<file path="src/sv/matrix4_multiply_macros.svh">
// Assertion macros for the matrix4_multiply block.
// Included by the top level; relies on signals clk and rst_n in scope.
`ifndef MATRIX4_MULTIPLY_MACROS_SVH
`define MATRIX4_MULTIPLY_MACROS_SVH

// Consequent must hold in the same cycle as the antecedent.
`define MM4_ASSERT_SAME(label, ante, cons) \
  label: assert property (@(posedge clk) disable iff (!rst_n) (ante) |-> (cons)) \
    else $error("matrix4_multiply: same-cycle check failed");

// Consequent must hold in the cycle after the antecedent.
`define MM4_ASSERT_NEXT(label, ante, cons) \
  label: assert property (@(posedge clk) disable iff (!rst_n) (ante) |=> (cons)) \
    else $error("matrix4_multiply: next-cycle check failed");

`endif

</file>
<file path="src/sv/mm4_pkg.sv">
// Package for the matrix4_multiply block: sizes, action codes, pipeline tags
// and the output saturation function. No dependencies.
`default_nettype none

package mm4_pkg;

  localparam int DIM       = 4;
  localparam int FRAC_BITS = 16;
  localparam int DATA_W    = 32;
  localparam int FIELD_W   = 2;
  localparam int IDX_W     = (DIM > 1) ? $clog2(DIM) : 1;
  localparam int DEPTH     = DIM * DIM;
  localparam int ADDR_W    = $clog2(DEPTH);
  localparam int PROD_W    = 2 * DATA_W;
  localparam int ACC_W     = PROD_W + $clog2(DIM);

  localparam logic signed [ACC_W-1:0] SAT_HI = {{(ACC_W-DATA_W+1){1'b0}}, {(DATA_W-1){1'b1}}};
  localparam logic signed [ACC_W-1:0] SAT_LO = {{(ACC_W-DATA_W+1){1'b1}}, {(DATA_W-1){1'b0}}};

  typedef enum logic [1:0] {
    ACT_LOAD_A   = 2'd0,
    ACT_LOAD_B   = 2'd1,
    ACT_MULTIPLY = 2'd2
  } action_t;

  typedef struct packed {
    logic             valid;
    logic             first;
    logic             last_k;
    logic             last_elem;
    logic [IDX_W-1:0] row;
    logic [IDX_W-1:0] col;
  } mac_tag_t;

  typedef struct packed {
    logic                    valid;
    logic                    last_elem;
    logic [IDX_W-1:0]        row;
    logic [IDX_W-1:0]        col;
    logic signed [ACC_W-1:0] sum;
  } mac_res_t;

  function automatic logic [DATA_W-1:0] saturate(input logic signed [ACC_W-1:0] acc);
    logic signed [ACC_W-1:0] shifted;
    shifted = acc >>> FRAC_BITS;
    if (shifted > SAT_HI) begin
      return SAT_HI[DATA_W-1:0];
    end else if (shifted < SAT_LO) begin
      return SAT_LO[DATA_W-1:0];
    end
    return shifted[DATA_W-1:0];
  endfunction

endpackage

`default_nettype wire

</file>
<file path="src/sv/mm4_if.sv">
// Valid/ready channel interfaces for the matrix4_multiply block.
// Depends on mm4_pkg for field widths.
`default_nettype none

interface mm4_in_if;
  logic                        valid;
  logic                        ready;
  logic [1:0]                  action;
  logic [mm4_pkg::FIELD_W-1:0] row;
  logic [mm4_pkg::FIELD_W-1:0] col;
  logic signed [mm4_pkg::DATA_W-1:0] value;

  modport source (output valid, action, row, col, value, input ready);
  modport sink   (input valid, action, row, col, value, output ready);
endinterface

interface mm4_out_if;
  logic                        valid;
  logic                        ready;
  logic [mm4_pkg::FIELD_W-1:0] out_row;
  logic [mm4_pkg::FIELD_W-1:0] out_col;
  logic signed [mm4_pkg::DATA_W-1:0] product;
  logic                        last;

  modport source (output valid, out_row, out_col, product, last, input ready);
  modport sink   (input valid, out_row, out_col, product, last, output ready);
endinterface

`default_nettype wire

</file>
<file path="src/sv/mm4_store.sv">
// Matrix element store: one write port, one registered read port.
// Per-entry valid bits make unwritten entries read as zero. Depends on mm4_pkg.
`default_nettype none

module mm4_store (
  input  wire logic                        clk,
  input  wire logic                        rst_n,
  input  wire logic                        wr_en,
  input  wire logic [mm4_pkg::ADDR_W-1:0]  wr_addr,
  input  wire logic [mm4_pkg::DATA_W-1:0]  wr_data,
  input  wire logic                        rd_en,
  input  wire logic [mm4_pkg::ADDR_W-1:0]  rd_addr,
  output logic      [mm4_pkg::DATA_W-1:0]  rd_data
);

  logic [mm4_pkg::DATA_W-1:0] mem [mm4_pkg::DEPTH];
  logic [mm4_pkg::DEPTH-1:0]  written_r;
  logic [mm4_pkg::DATA_W-1:0] rd_word_r;
  logic                       rd_valid_r;

  always_ff @(posedge clk) begin
    if (wr_en) begin
      mem[wr_addr] <= wr_data;
    end
    if (rd_en) begin
      rd_word_r <= mem[rd_addr];
    end
  end

  always_ff @(posedge clk) begin
    if (!rst_n) begin
      written_r  <= '0;
      rd_valid_r <= 1'b0;
    end else begin
      if (wr_en) begin
        written_r[wr_addr] <= 1'b1;
      end
      if (rd_en) begin
        rd_valid_r <= written_r[rd_addr];
      end
    end
  end

  assign rd_data = rd_valid_r ? rd_word_r : '0;

endmodule

`default_nettype wire

</file>
<file path="src/sv/mm4_mac.sv">
// Multiply-accumulate pipeline: aligns tags with store read data, registers
// each product and accumulates one dot product at full width. Depends on mm4_pkg.
`default_nettype none

module mm4_mac (
  input  wire logic                             clk,
  input  wire logic                             rst_n,
  input  wire logic                             en,
  input  wire mm4_pkg::mac_tag_t                tag_in,
  input  wire logic signed [mm4_pkg::DATA_W-1:0] a,
  input  wire logic signed [mm4_pkg::DATA_W-1:0] b,
  output mm4_pkg::mac_res_t                     res
);

  mm4_pkg::mac_tag_t tag1_r;
  mm4_pkg::mac_tag_t tag2_r;
  mm4_pkg::mac_tag_t tag3_r;
  logic signed [mm4_pkg::PROD_W-1:0] prod_r;
  logic signed [mm4_pkg::ACC_W-1:0]  acc_r;

  always_ff @(posedge clk) begin
    if (!rst_n) begin
      tag1_r <= '0;
      tag2_r <= '0;
      tag3_r <= '0;
    end else if (en) begin
      tag1_r <= tag_in;
      tag2_r <= tag1_r;
      tag3_r <= tag2_r;
    end
  end

  always_ff @(posedge clk) begin
    if (en) begin
      prod_r <= a * b;
      if (tag2_r.valid) begin
        if (tag2_r.first) begin
          acc_r <= mm4_pkg::ACC_W'(prod_r);
        end else begin
          acc_r <= acc_r + mm4_pkg::ACC_W'(prod_r);
        end
      end
    end
  end

  assign res.valid     = tag3_r.valid && tag3_r.last_k;
  assign res.last_elem = tag3_r.last_elem;
  assign res.row       = tag3_r.row;
  assign res.col       = tag3_r.col;
  assign res.sum       = acc_r;

endmodule

`default_nettype wire

</file>
<file path="src/sv/matrix4_multiply.sv">
// Top level of the 4x4 signed Q16.16 matrix multiplier.
// Depends on mm4_pkg, mm4_if, mm4_store, mm4_mac and matrix4_multiply_macros.svh.
// A load item writes one element into the first or second matrix store. A
// multiply item issues one multiply-accumulate per cycle, one read of each store
// per cycle, while the result side does not stall, and sums four products into
// each product element. The next item is accepted only after the last product
// element has been transferred, so loads never overlap the reads of a multiply.
// Both stores read as zero after reset until written.
`default_nettype none

`include "matrix4_multiply_macros.svh"

module matrix4_multiply (
  input  wire logic  clk,
  input  wire logic  rst_n,
  mm4_in_if.sink     in_chan,
  mm4_out_if.source  out_chan
);

  typedef enum logic {
    ST_IDLE,
    ST_RUN
  } state_t;

  localparam logic [mm4_pkg::IDX_W-1:0] IDX_LAST = mm4_pkg::IDX_W'(mm4_pkg::DIM - 1);

  state_t                         state_r;
  logic                           issue_r;
  logic [mm4_pkg::IDX_W-1:0]      i_r;
  logic [mm4_pkg::IDX_W-1:0]      j_r;
  logic [mm4_pkg::IDX_W-1:0]      k_r;
  logic                           out_valid_r;
  logic [mm4_pkg::FIELD_W-1:0]    out_row_r;
  logic [mm4_pkg::FIELD_W-1:0]    out_col_r;
  logic [mm4_pkg::DATA_W-1:0]     out_prod_r;
  logic                           out_last_r;

  logic                           adv;
  logic                           in_xfer;
  logic                           in_idx_ok;
  logic [mm4_pkg::ADDR_W-1:0]     wr_addr;
  logic [mm4_pkg::ADDR_W-1:0]     a_addr;
  logic [mm4_pkg::ADDR_W-1:0]     b_addr;
  logic [mm4_pkg::DATA_W-1:0]     a_data;
  logic [mm4_pkg::DATA_W-1:0]     b_data;
  logic                           issue_last;
  mm4_pkg::mac_tag_t              tag;
  mm4_pkg::mac_res_t              res;

  assign adv        = !out_valid_r || out_chan.ready;
  assign in_xfer    = in_chan.valid && in_chan.ready;
  assign in_idx_ok  = (int'(in_chan.row) < mm4_pkg::DIM) && (int'(in_chan.col) < mm4_pkg::DIM);
  assign wr_addr    = mm4_pkg::ADDR_W'(int'(in_chan.row) * mm4_pkg::DIM + int'(in_chan.col));
  assign a_addr     = mm4_pkg::ADDR_W'(int'(i_r) * mm4_pkg::DIM + int'(k_r));
  assign b_addr     = mm4_pkg::ADDR_W'(int'(k_r) * mm4_pkg::DIM + int'(j_r));
  assign issue_last = (i_r == IDX_LAST) && (j_r == IDX_LAST) && (k_r == IDX_LAST);

  assign tag.valid     = issue_r;
  assign tag.first     = (k_r == '0);
  assign tag.last_k    = (k_r == IDX_LAST);
  assign tag.last_elem = issue_last;
  assign tag.row       = i_r;
  assign tag.col       = j_r;

  mm4_store u_store_a (
    .clk     (clk),
    .rst_n   (rst_n),
    .wr_en   (in_xfer && in_idx_ok && (in_chan.action == mm4_pkg::ACT_LOAD_A)),
    .wr_addr (wr_addr),
    .wr_data (in_chan.value),
    .rd_en   (adv),
    .rd_addr (a_addr),
    .rd_data (a_data)
  );

  mm4_store u_store_b (
    .clk     (clk),
    .rst_n   (rst_n),
    .wr_en   (in_xfer && in_idx_ok && (in_chan.action == mm4_pkg::ACT_LOAD_B)),
    .wr_addr (wr_addr),
    .wr_data (in_chan.value),
    .rd_en   (adv),
    .rd_addr (b_addr),
    .rd_data (b_data)
  );

  mm4_mac u_mac (
    .clk    (clk),
    .rst_n  (rst_n),
    .en     (adv),
    .tag_in (tag),
    .a      (a_data),
    .b      (b_data),
    .res    (res)
  );

  always_ff @(posedge clk) begin
    if (!rst_n) begin
      state_r     <= ST_IDLE;
      issue_r     <= 1'b0;
      i_r         <= '0;
      j_r         <= '0;
      k_r         <= '0;
      out_valid_r <= 1'b0;
    end else begin
      unique case (state_r)
        ST_IDLE: begin
          if (in_xfer && (in_chan.action == mm4_pkg::ACT_MULTIPLY)) begin
            state_r <= ST_RUN;
            issue_r <= 1'b1;
            i_r     <= '0;
            j_r     <= '0;
            k_r     <= '0;
          end
        end
        ST_RUN: begin
          if (issue_r && adv) begin
            k_r <= (k_r == IDX_LAST) ? '0 : k_r + 1'b1;
            if (k_r == IDX_LAST) begin
              j_r <= (j_r == IDX_LAST) ? '0 : j_r + 1'b1;
              if (j_r == IDX_LAST) begin
                i_r <= (i_r == IDX_LAST) ? '0 : i_r + 1'b1;
              end
            end
            if (issue_last) begin
              issue_r <= 1'b0;
            end
          end
          if (out_valid_r && out_chan.ready && out_last_r) begin
            state_r <= ST_IDLE;
          end
        end
        default: begin
          state_r <= ST_IDLE;
        end
      endcase
      if (adv) begin
        out_valid_r <= res.valid;
      end
    end
    if (adv && res.valid) begin
      out_row_r  <= mm4_pkg::FIELD_W'(res.row);
      out_col_r  <= mm4_pkg::FIELD_W'(res.col);
      out_prod_r <= mm4_pkg::saturate(res.sum);
      out_last_r <= res.last_elem;
    end
  end

  assign in_chan.ready    = (state_r == ST_IDLE);
  assign out_chan.valid   = out_valid_r;
  assign out_chan.out_row = out_row_r;
  assign out_chan.out_col = out_col_r;
  assign out_chan.product = out_prod_r;
  assign out_chan.last    = out_last_r;

  `MM4_ASSERT_NEXT(a_last_to_idle, out_chan.valid && out_chan.ready && out_chan.last, state_r == ST_IDLE)
  `MM4_ASSERT_SAME(a_idle_no_result, state_r == ST_IDLE, !out_valid_r && !issue_r)
  `MM4_ASSERT_NEXT(a_mul_starts_issue, in_chan.valid && in_chan.ready && (in_chan.action == mm4_pkg::ACT_MULTIPLY), issue_r && (state_r == ST_RUN))

endmodule

`default_nettype wire
</file>
<file path="src/flat_wrapper.sv">
// flat-port wrapper written by rule: the top's interface ports become plain ports
module matrix4_multiply_flat 
  (clk, rst_n, in_chan_valid, in_chan_action, in_chan_row, in_chan_col, in_chan_value, in_chan_ready, out_chan_valid, out_chan_out_row, out_chan_out_col, out_chan_product, out_chan_last, out_chan_ready);
  mm4_in_if in_chan_i ();
  mm4_out_if out_chan_i ();
  input  wire logic clk;
  input  wire logic rst_n;
  input wire logic [$bits(in_chan_i.valid)-1:0] in_chan_valid;
  input wire logic [$bits(in_chan_i.action)-1:0] in_chan_action;
  input wire logic [$bits(in_chan_i.row)-1:0] in_chan_row;
  input wire logic [$bits(in_chan_i.col)-1:0] in_chan_col;
  input wire logic [$bits(in_chan_i.value)-1:0] in_chan_value;
  output wire logic [$bits(in_chan_i.ready)-1:0] in_chan_ready;
  output wire logic [$bits(out_chan_i.valid)-1:0] out_chan_valid;
  output wire logic [$bits(out_chan_i.out_row)-1:0] out_chan_out_row;
  output wire logic [$bits(out_chan_i.out_col)-1:0] out_chan_out_col;
  output wire logic [$bits(out_chan_i.product)-1:0] out_chan_product;
  output wire logic [$bits(out_chan_i.last)-1:0] out_chan_last;
  input wire logic [$bits(out_chan_i.ready)-1:0] out_chan_ready;
  assign in_chan_i.valid = in_chan_valid;
  assign in_chan_i.action = in_chan_action;
  assign in_chan_i.row = in_chan_row;
  assign in_chan_i.col = in_chan_col;
  assign in_chan_i.value = in_chan_value;
  assign in_chan_ready = in_chan_i.ready;
  assign out_chan_valid = out_chan_i.valid;
  assign out_chan_out_row = out_chan_i.out_row;
  assign out_chan_out_col = out_chan_i.out_col;
  assign out_chan_product = out_chan_i.product;
  assign out_chan_last = out_chan_i.last;
  assign out_chan_i.ready = out_chan_ready;
  matrix4_multiply u_core (.clk(clk), .rst_n(rst_n), .in_chan(in_chan_i), .out_chan(out_chan_i));
endmodule
</file>
<file path="config.mk">
export PLATFORM = sky130hd
export DESIGN_NAME = matrix4_multiply_flat
export DESIGN_NICKNAME = d
export VERILOG_FILES = /design/src/sv/mm4_pkg.sv /design/src/sv/mm4_if.sv /design/src/sv/mm4_store.sv /design/src/sv/mm4_mac.sv /design/src/sv/matrix4_multiply.sv /design/src/flat_wrapper.sv
export VERILOG_INCLUDE_DIRS = /design/src /design/src/sv
export SDC_FILE = /design/constraint.sdc
export NUM_CORES = 2
export LEC_CHECK = 0
export ABC_AREA = 1
export BUFFER_PORTS_ARGS = -buffer_cell sky130_fd_sc_hd__buf_2
export CORE_ASPECT_RATIO = 1.1
export CORE_MARGIN = 2
export CORE_UTILIZATION = 45
export CTS_CLUSTER_DIAMETER = 50
export DETAILED_ROUTE_END_ITERATION = 8
export HOLD_SLACK_MARGIN = 0.15
export MAX_ROUTING_LAYER = met4
export SLEW_MARGIN = 5
export SYNTH_ARGS = -nofsm -noshare
export SYNTH_HDL_FRONTEND = slang
export SYNTH_SLANG_ARGS = --single-unit
</file>
<file path="constraint.sdc">
create_clock -name clk -period 10 [get_ports clk]
set_input_delay 1.5 -clock clk [delete_from_list [all_inputs] [get_ports clk]]
set_output_delay 1.5 -clock clk [all_outputs]
set_load 0.02 [all_outputs]
</file>
==> results.ini <==
[cells_and_area]
utilization_pct=49.70
fillCellCount=18566
fin_nets=10410
syn_to_final_growth_pct=9.477
drive_gt1_share_pct=7.327

[global_route]
grt_pass1_wl_um=457500
grt_max_degree=118
grt_overflow=0
first_global_vias=68474
antenna_found_initial=17
grtUsageTotal_pct=30.83

[yosys]
synthAdderAreaFrac_pct=27.04
ys.flop_type=edfxtp_1
synth_top_family_by_area=adder cells
syn_area_per_cell_um2=10.17
synth_simple_gate_area_share_pct=14.06
synth-seq-cells=1321
synth_mux_area_share_pct=0
synth_edf_count=1255
syn_nets=10409
ys_seq_area_share_pct=42.45
syn_area_mm2=0.09188
synth_xor_area_share_pct=0.6768
synth_cell_types=52
async_reset_ff_share_pct=0
yosysWarnings=0
synth_compound_area_share_pct=8.259
syn_inst=9031

[power_and_ir_drop]
switching_share_pct=27.37
p_switching_mw=3.661
p_leak_nw=41.04
ir_drop_v=0.0001685
power_frac_seq_pct=47.1
power.internal_mw=9.712
p_per_area_mw_per_mm2=132.9
power_frac_clock_pct=41.2
p_comb_share_pct=11.7

[status]
status=finished clean

[critical_path]
cp_common_cell=fa_1
cpMaxStageDelayCell=fa_1
crit_buf_inv=5
cp.arrival_ns=9.73
path_class=reg2reg
crit_chain=nand2_1, nor2_1, fa_1, fa_1, fa_1, fa_1, inv_1, fa_1, inv_1, fa_1, inv_1, fa_1, inv_1, fa_1, ha_1, inv_1, o21bai_1, a21oi_1, nor2_1, nor2_1, nand2_1, a21oi_1, nand2_1, xor2_1
critical_path_peak_fanout=13
worstPathRequired_ns=10.57
slowest_delay_ns=1.06
start_kind=register
critical_path.top_delay_family=adder cells
cp-end-kind=register

[flow_run]
maxCapViolations=0

[timing]
slew_headroom_pct=15.12
period_share_pct=91.56
drv_slew=0
worst-slew-pin-transition_ns=1.273
hold_ws_ns=0.4280
min_period_ns=9.156
setup-tns-final_ns=0
setup_violations=0
rsz0062_at_grt=false
hold_viol_final=0
skew_ns=0.07044
fmax_mhz=109.2

[floorplanning]
start_util_pct=45.40
rows=173
die_y_um=477.9
core-area_mm2=0.2024
die_width_um=434.8
ios=81
die_area_mm2=0.2078

[drt]
antenna_left=0
vias=66971
drt-initial-drc-count=6220
wl_per_cell_um=26.15
drc=0
viasPerCell=5.639
wirelength_um=310600
dr.pass1.iters=6

[cts]
clk_latency_ns=0.84
numCtsBuffers=151
clk_path_buf_depth=3
cts_sinks=1321
path_clk_slew_ns=0.06
cts_setup_buffers=0
cts_max_level=4
cts_tree=built
hold_buffers=0
clockRootBuffer=clkbuf_16
cts_repair_resize_count=0

[worst_hold_path]
hold_class=reg2reg

[placed_design]
place_congestion=0.9975
portBuffers=80
hpwlAfterDp_um=220200

==> cells in the final DEF (no fill, tap or decap), drive strengths merged, types with 3 or more instances in the layout <==
cell,Yosys,routed
nand3b,24,24
nor2,1505,1505
bufinv,0,8
o21a,5,5
dfxtp,66,66
a31oi,9,9
fa,1083,1083
o22ai,80,80
clkinvlp,0,3
nand2,1419,1419
inv,1369,1392
a21oi,197,197
diode,0,7
nor3,24,24
o21ai,667,667
nand3,199,199
or2,16,16
xor2,48,48
o31ai,4,4
clkbuf,275,184
buf,123,246
a211oi,4,4
xnor2,23,23
edfxtp,1255,1255
o21bai,27,27
nor4,15,15
clkinv,26,87
o211ai,83,83
o221ai,184,184
a21o,9,9
a21boi,5,5
nand4,30,30
ha,253,253
==> flip-flops by register name (all words and copies together) (netlist names), 2 cells and up <==
name	count
u_core.k_r	2
u_core.u_mac.tag1_r	8
u_core.u_mac.tag2_r	8
u_core.u_mac.res	5
u_core.u_store_b.mem	512
u_core.out_chan.out_col	2
u_core.out_chan.product	32
u_core.u_store_a.mem	512
u_core.u_store_b.rd_word_r	32
u_core.i_r	2
u_core.u_mac.prod_r	64
u_core.j_r	2
u_core.u_store_a.written_r	16
u_core.u_store_b.written_r	16
u_core.u_store_a.rd_word_r	32
u_core.out_chan.out_row	2
u_core.u_mac.acc_r	66
u_core.u_mac.tag3_r	2
==> worst reg2reg max path, stage by stage (launching register included) <==
cell	delay (ns)
dfxtp_1	0.54
nand2_1	0.62
nor2_1	0.54
fa_1	0.51
fa_1	0.52
fa_1	1.06
fa_1	0.83
inv_1	0.46
fa_1	0.62
inv_1	0.05
fa_1	0.53
inv_1	0.05
fa_1	0.47
inv_1	0.05
fa_1	0.45
ha_1	0.43
inv_1	0.19
o21bai_1	0.11
a21oi_1	0.22
nor2_1	0.06
nor2_1	0.09
nand2_1	0.06
a21oi_1	0.11
nand2_1	0.15
xor2_1	0.18
==> stage by stage <==
step	area, µm²	setup slack [ns]	power [mW]	instances
6_report	100600	0.8444	13.37	11877
5_1_grt	100600	0.2732	13.79	11877
4_1_cts	100600	0.8242	13.45	11870
3_5_place_dp	95580	0.8476	7.955	11591
3_3_place_gp	95580	0.9393	7.939	11591
2_1_floorplan	91880	2.334	7.249	9031
==> area by class of cell <==
cell class                 instances  area, µm²  area share, %
inverter                        1395       5265          5.234
clock inverter                    95       1023          1.017
sequential                      1321      39030          38.80
multi-input combinational       5917      46240          45.97
antenna                            7      17.52        0.01741
clock buffer                     184       3975          3.952
timing repair buffer             246       1647          1.637
tap                             2712       3393          3.373
==> routing by layer <==
metal | up-vias | global-route usage, % | routed length, µm
li1 | 29258 | - | -
met1 | 33952 | 37.62 | 120000
met2 | 2977 | 50.29 | 150000
met3 | 784 | 4.893 | 23160
met4 | 0 | 14.63 | 17360
met5 | - | - | 0
==> power groups by stage <==
stage	combinational, mW	sequential, mW	clock [mW]
5_1_grt	1.69	6.29	5.80
6_report	1.56	6.29	5.51
3_3_place_gp	1.53	6.41	0
3_5_place_dp	1.54	6.41	0
4_1_cts	1.55	6.29	5.60
2_1_floorplan	0.933	6.32	0
==> worst paths after layout <==
check	start	endpoint	slack [ns]	cells after the start
setup / recovery	u_core.u_store_a.rd_valid_r	u_core.u_mac.prod_r[59]	0.84	24
hold / removal	u_core.u_mac.res[69]	u_core.out_chan.out_row[1]	0.43	0
setup reg to reg	u_core.u_store_a.rd_valid_r	u_core.u_mac.prod_r[59]	0.84	24
hold reg to reg	u_core.u_mac.res[69]	u_core.out_chan.out_row[1]	0.43	0
==> logic make-up (layout without fill, tap and decap cells) <==
group           after synthesis  count (layout)
buf+inv                    1793            1920
simple gates               3235            3235
other cells                   0               7
fa+ha+maj                  1336            1336
compound gates             1275            1275
flops                      1321            1321
xor+xnor                     71              71
==> cells in the mapped netlist (12+ instances only) <==
cell type	instances	area, µm²
dfxtp_1	66	1321
ha_1	253	3166
a21oi_1	190	950.9
nand3_1	192	960.9
nand2_1	1401	5259
o21ai_1	36	180.2
inv_2	54	202.7
o221ai_1	184	1612
nand3b_1	24	180.2
o22ai_1	80	500.5
clkbuf_1	275	1032
inv_1	1315	4936
buf_4	12	90.09
o211ai_1	81	608.1
o21bai_1	26	195.2
clkinv_1	26	97.59
nor3_1	21	105.1
xnor2_1	23	201.4
xor2_1	48	420.4
nand2_2	18	112.6
fa_1	1083	21680
buf_2	93	465.5
nor2_2	39	244.0
nor2_1	1462	5488
nand4_1	30	187.7
buf_1	17	63.81
o21ai_0	628	3143
edfxtp_1	1255	37690
(Power assumes the default switching activity.)
